[config.mk]
export PLATFORM = sky130hd
export DESIGN_NAME = multirate_release_flags_core
export DESIGN_NICKNAME = d
export VERILOG_FILES = /design/src/rtl/mrf_pkg.sv /design/src/rtl/multirate_release_flags_core.sv /design/src/rtl/mrf_cell.sv
export SDC_FILE = /design/constraint.sdc
export NUM_CORES = 2
export LEC_CHECK = 0
export ABC_AREA = 1
export BUFFER_PORTS_ARGS = -buffer_cell sky130_fd_sc_hd__buf_4
export CORE_ASPECT_RATIO = 2
export CORE_MARGIN = 2
export CORE_UTILIZATION = 35
export DETAILED_ROUTE_END_ITERATION = 8
export PLACE_DENSITY = 0.58
export SLEW_MARGIN = 15
export SYNTH_ARGS = -nofsm -noshare
export SYNTH_HDL_FRONTEND = slang
export SYNTH_SLANG_ARGS = --single-unit
[constraint.sdc]
create_clock -name i_clk -period 3.5 [get_ports i_clk]
set_input_delay 0.175 -clock i_clk [delete_from_list [all_inputs] [get_ports i_clk]]
set_output_delay 0.175 -clock i_clk [all_outputs]
set_load 0.005 [all_outputs]
[src/rtl/mrf_pkg.sv]
`timescale 1ns / 1ps

package mrf_pkg;

    localparam int unsigned RATE_COUNT = 9;
    localparam int unsigned TICK_W     = 32;
    localparam int unsigned FLAG_W     = RATE_COUNT;
    localparam int unsigned CHAN_W     = 4;

    localparam int unsigned TICK_RATE_DEF    = 1000;
    localparam int unsigned NUM_CHANNELS_DEF = 9;

    // release rates in Hz, fastest first
    localparam int unsigned RATE_TABLE [RATE_COUNT] = '{
        1000, 500, 250, 100, 50, 20, 10, 4, 1
    };

    typedef enum logic {
        OP_INIT = 1'b0,
        OP_RUN  = 1'b1
    } t_op;

    typedef struct packed {
        logic load;
        logic run;
    } t_cell_ctrl;

endpackage

[src/rtl/multirate_release_flags_core.sv]
`timescale 1ns / 1ps
// channel  | direction | handshake            | payload
// request  | in        | i_valid / o_stall    | i_op, i_now_tick
// result   | out       | o_valid / i_stall    | o_fired, o_channel, o_flags
//
// One request per cycle unless stalled; its result is registered in the
// next cycle. Nine cells in a priority chain compare in the same cycle.
// Synchronous active-low reset clears all release ticks to zero.
// Requests are stalled only while a result is held by a downstream stall.
module multirate_release_flags_core #(
    parameter int unsigned TICK_RATE    = mrf_pkg::TICK_RATE_DEF,
    parameter int unsigned NUM_CHANNELS = mrf_pkg::NUM_CHANNELS_DEF
) (
    input  logic                        i_clk,
    input  logic                        i_rst_n,
    input  logic                        i_valid,
    output logic                        o_stall,
    input  logic                        i_op,
    input  logic [mrf_pkg::TICK_W-1:0]  i_now_tick,
    output logic                        o_valid,
    input  logic                        i_stall,
    output logic                        o_fired,
    output logic [mrf_pkg::CHAN_W-1:0]  o_channel,
    output logic [mrf_pkg::FLAG_W-1:0]  o_flags
);
    import mrf_pkg::*;

    logic               accept;
    t_cell_ctrl         ctrl;
    logic [RATE_COUNT:0] claim;
    logic [FLAG_W-1:0]  hit;
    logic [CHAN_W-1:0]  chan;

    logic               r_out_valid;
    logic               r_fired;
    logic [CHAN_W-1:0]  r_channel;
    logic [FLAG_W-1:0]  r_flags;

    assign o_stall   = r_out_valid && i_stall;
    assign accept    = i_valid && !o_stall;
    assign ctrl.load = accept && (t_op'(i_op) == OP_INIT);
    assign ctrl.run  = accept && (t_op'(i_op) == OP_RUN);
    assign claim[0]  = 1'b0;

    for (genvar g = 0; g < RATE_COUNT; g++) begin : g_cell
        localparam int unsigned      PER_INT = TICK_RATE / RATE_TABLE[g];
        localparam logic [TICK_W-1:0] PER    = TICK_W'(PER_INT);
        localparam bit               ACT     = (g < NUM_CHANNELS);

        mrf_cell #(
            .PERIOD (PER),
            .ACTIVE (ACT)
        ) u_cell (
            .i_clk      (i_clk),
            .i_rst_n    (i_rst_n),
            .i_ctrl     (ctrl),
            .i_now_tick (i_now_tick),
            .i_claim    (claim[g]),
            .o_claim    (claim[g+1]),
            .o_hit      (hit[g])
        );
    end

    always_comb begin
        chan = '0;
        for (int i = 0; i < RATE_COUNT; i++) begin
            if (hit[i]) begin
                chan = chan | CHAN_W'(i);
            end
        end
    end

    always_ff @(posedge i_clk) begin
        if (!i_rst_n) begin
            r_out_valid <= 1'b0;
        end else if (accept) begin
            r_out_valid <= 1'b1;
        end else if (!i_stall) begin
            r_out_valid <= 1'b0;
        end
    end

    always_ff @(posedge i_clk) begin
        if (accept) begin
            r_fired   <= claim[RATE_COUNT];
            r_channel <= chan;
            r_flags   <= hit;
        end
    end

    assign o_valid   = r_out_valid;
    assign o_fired   = r_fired;
    assign o_channel = r_channel;
    assign o_flags   = r_flags;

    a_flags_onehot: assert property (@(posedge i_clk) disable iff (!i_rst_n)
        o_valid |-> $onehot0(o_flags))
        else $error("release flags not one-hot");

    a_fired_flags: assert property (@(posedge i_clk) disable iff (!i_rst_n)
        o_valid |-> (o_fired == (|o_flags)))
        else $error("fired bit disagrees with flags");

    a_channel_flags: assert property (@(posedge i_clk) disable iff (!i_rst_n)
        (o_valid && o_fired) |-> ((FLAG_W'(1) << o_channel) == o_flags))
        else $error("channel index disagrees with flags");

    a_init_quiet: assert property (@(posedge i_clk) disable iff (!i_rst_n)
        (accept && (t_op'(i_op) == OP_INIT)) |=> (o_valid && !o_fired && (o_flags == '0)))
        else $error("init request released a channel");

endmodule

[src/rtl/mrf_cell.sv]
`timescale 1ns / 1ps

module mrf_cell #(
    parameter logic [mrf_pkg::TICK_W-1:0] PERIOD = '0,
    parameter bit                         ACTIVE = 1'b1
) (
    input  logic                        i_clk,
    input  logic                        i_rst_n,
    input  mrf_pkg::t_cell_ctrl         i_ctrl,
    input  logic [mrf_pkg::TICK_W-1:0]  i_now_tick,
    input  logic                        i_claim,
    output logic                        o_claim,
    output logic                        o_hit
);
    import mrf_pkg::*;

    logic [TICK_W-1:0] r_release_tick;
    logic [TICK_W-1:0] n_release_tick;
    logic [TICK_W-1:0] elapsed;
    logic              due;

    assign elapsed = i_now_tick - r_release_tick;
    assign due     = ACTIVE && (elapsed >= PERIOD);
    assign o_hit   = i_ctrl.run && !i_claim && due;
    assign o_claim = i_claim || o_hit;

    always_comb begin
        n_release_tick = r_release_tick;
        if (i_ctrl.load) begin
            n_release_tick = i_now_tick;
        end else if (o_hit) begin
            n_release_tick = r_release_tick + PERIOD;
        end
    end

    always_ff @(posedge i_clk) begin
        if (!i_rst_n) begin
            r_release_tick <= '0;
        end else begin
            r_release_tick <= n_release_tick;
        end
    end

endmodule

==> reports/results.tsv <==
metric	value	unit
vias in the first global route	52000	
Hold Path Cell Cnt	6	
post-layout min period	4.24	ns
Num CTS Buffers	36	
Finish-stage setup viols	283	
Crit path required time	4.02	ns
Tot Pwr	18300	uW
synthesized area per cell	5.62	um2
Placement Rows	169	
slowest stage delay, CP	0.36	ns
Cells after Synth	6624	
critical path peak fanout	5	
grt ovf	0	
Area growth, synth to finish	51.1	%
kind of critical path	flop to flop	
Unique masters post-synth	66	
Yosys reg bits	293	
outcome	finished with violations	
Die W	235	um
failing checks	setup timing	
drt total wl	204	mm
Die Ht	465	um
DIE AREA	109000	um2
Peak VDD IR	0.335	mV
Initial Util	0.352	
GP Congestion	1.04	
sequential share of the synthesized area	0.161	
worst hold margin	0.104	ns
Port Buf Inserts	52	
max cap viols	0	
first-pass GRT wire length	296	mm
FF-to-FF setup slack	-0.74	ns
crit path DAT	4.76	ns
Crit-path slowest cell	fa_2	
Slew Limit Fails	0	
CTS tree	yes	
area leader, netlist	nand2_1	
cell count of the worst reg-to-reg path	29	
CP most frequent cell	nor2_2	
Async S/R FF share, synth	0	
f_max	0.236	GHz
Antenna Nets Post-Route	0	
GR peak layer	met2	
share of layout cells above drive strength 1	0.280	
met1 global-route usage	0.308	
Yosys top cell area share	0.185	
core area	106000	um2
EDFF count, synth	14	
Util after Layout	0.532	
syn nets	6945	
crit start category	flop	
top post-synthesis cells by area	nand2_1 (19%), dfxtp_1 (15%), inv_1 (11%)	
# IOs	53	
DR WL/cell	20.9	um
Final WS setup	-0.736	ns
Layout fillers	11000	
final setup TNS	-103.63	ns
power per cell area	325	nW/um2
Worst-Skew Late Latency	0.61	ns
initial antenna violation count	7	
global routing usage on met2	0.654	
mapped cell area	37200	um2
Total Routing Usage GR	0.358	
# H-tree levels	2	
CP endpoint kind	flop	
Detailed Place HPWL	164	mm
Min-Delay Path Class	input port to flop	
Rel. slew slack	0.189	
clk slew on worst S/H paths	0.06	ns
largest net degree at the start of global routing	158	
Clock Sinks	293	
clock root buffer	clkbuf_16	
Most used DFF post-synth	dfxtp_1	
final net count	8712	
via count	52100	
M3 GR Usage	0.0585	
Clock Skew	0.0380	ns
First-pass DRT Iterations	5	
Clock Path Buffers	3	
DR iter-0 viols	2945	
Setup WS pre-CTS	-1.42	ns
Final Hold Viols	0	
slew at the pin closest to its max-slew limit	1.22	ns
RSZ-0062 raised after global routing	yes	
fin crit share	1.21	
DRC Markers	0	
post-DR vias/cell	5.33	
static leakage	0.0281	uW
yosys warns	0	
-- final timing paths --
kind / from / end
max reg2reg: g_cell[8].u_cell.r_release_tick[0]$_SDFFE_PN0P_ / g_cell[7].u_cell.r_release_tick[11]$_SDFFE_PN0P_
min: i_op / g_cell[0].u_cell.r_release_tick[0]$_SDFFE_PN0P_
max: g_cell[8].u_cell.r_release_tick[0]$_SDFFE_PN0P_ / g_cell[7].u_cell.r_release_tick[11]$_SDFFE_PN0P_
min reg2reg: g_cell[8].u_cell.r_release_tick[2]$_SDFFE_PN0P_ / g_cell[8].u_cell.r_release_tick[2]$_SDFFE_PN0P_
-- logic make-up (layout without fill, tap and decap cells) --
family,count (synthesis),in the layout,share of synthesized area
XOR/XNOR,191,191,0.0449
AO/OA/AOI/OAI,1168,1168,0.179
AND/OR/NAND/NOR,3491,3497,0.395
other,0,8,0
adder cells (fa/ha/maj),284,284,0.0966
buffers and inverters,1197,2980,0.123
flip-flops,293,293,0.161
-- cell usage after synthesis, drive strengths merged (5+ instances only) --
cell and n:
nand2 1861, inv 1069, nor2 810, a21oi 490, nand3 402, o21ai 375
dfxtp 279, ha 278, nor3 151, xor2 134, nand4 128, a31oi 92
clkbuf 86, xnor2 57, a211oi 54, nor4 49, nand3b 39, a311oi 37
buf 37, or2 26, o21bai 25, a21o 22, edfxtp 14, o21a 14
o31ai 13, o211ai 12, and2 9, a221oi 8, a21boi 7, o2111ai 7
fa 6, nor3b 6, clkinv 5
-- timing repair --
item | CTS | global route
hold buffers | 4 | 0
endpoints found under the hold margin | 2 | 0
endpoints found under the setup margin | 288 | 289
gates cloned | 11 | 5
gates resized for setup | 143 | 343
pin swaps | 45 | 121
buffers inserted | 20 | 23
-- state kept, by name, summed over array words and instances (netlist names) --
signal and flops:
o_fired 1, o_valid 1, o_flags 9, o_channel 4, g_cell.u_cell.r_release_tick 278
-- cell type report --
| type | count | area [um2] | share of cell area |
|---|---|---|---|
| clock inverter | 9 | 81.3 | 0.00145 |
| tap | 1368 | 1710 | 0.0304 |
| sequential | 293 | 6010 | 0.107 |
| antenna | 8 | 20.0 | 0.000356 |
| clock buffer | 51 | 1070 | 0.0190 |
| inverter | 1074 | 4070 | 0.0723 |
| timing repair buffer | 1846 | 14900 | 0.265 |
| multi-input combinational | 5140 | 28400 | 0.505 |
-- stage by stage --
stage	instance area, um2	std cells
floorplan	37200	6624
global placement	52500	9663
detailed placement	52500	9663
CTS	54600	9757
global route	56200	9783
finish	56300	9789
-- layer usage --
layer,wire length [um],up-vias
li1,-,25200
met5,12,-
met2,101000,2027
met3,11800,1030
met4,28400,2
met1,63200,23900
-- power breakdown --
part / internal [uW] / leakage, uW / switching, uW
clock: 2210 / 0.000568 / 1830
combinational: 4690 / 0.0251 / 5800
sequential: 3620 / 0.00244 / 137
total: 10500 / 0.0281 / 7760
-- cells in the final DEF, fill, tap and decap left out, types with 35 or more instances in the layout --
cell type	Yosys	layout
nand3_2	5	39
inv_1	1061	1053
buf_4	2	1747
a21oi_1	481	429
buf_12	0	62
nor2_2	16	82
xor2_1	134	134
nor3_1	146	129
xnor2_1	57	52
nor4_1	47	42
a311oi_1	37	35
a31oi_1	92	92
nand3_1	397	356
nand4_1	127	127
nor2_1	793	707
nand3b_1	39	39
dfxtp_1	279	276
nand2_2	21	72
a21oi_2	9	57
clkbuf_16	0	43
o21ai_0	366	349
a211oi_1	46	45
nand2_1	1839	1767
ha_1	278	241
-- worst max-delay path: cells and delay by family (launching register included) --
| family | cells | cell delay, ns |
|---|---|---|
| and+or+nand+nor | 17 | 2.01 |
| AOI/OAI and AO/OA | 1 | 0.12 |
| xor gates and xnor gates | 1 | 0.10 |
| adders and majority gates | 2 | 0.55 |
| DFF | 1 | 0.33 |
| buffers and inverters | 8 | 1.04 |
Power figures use the tool's default switching activity.
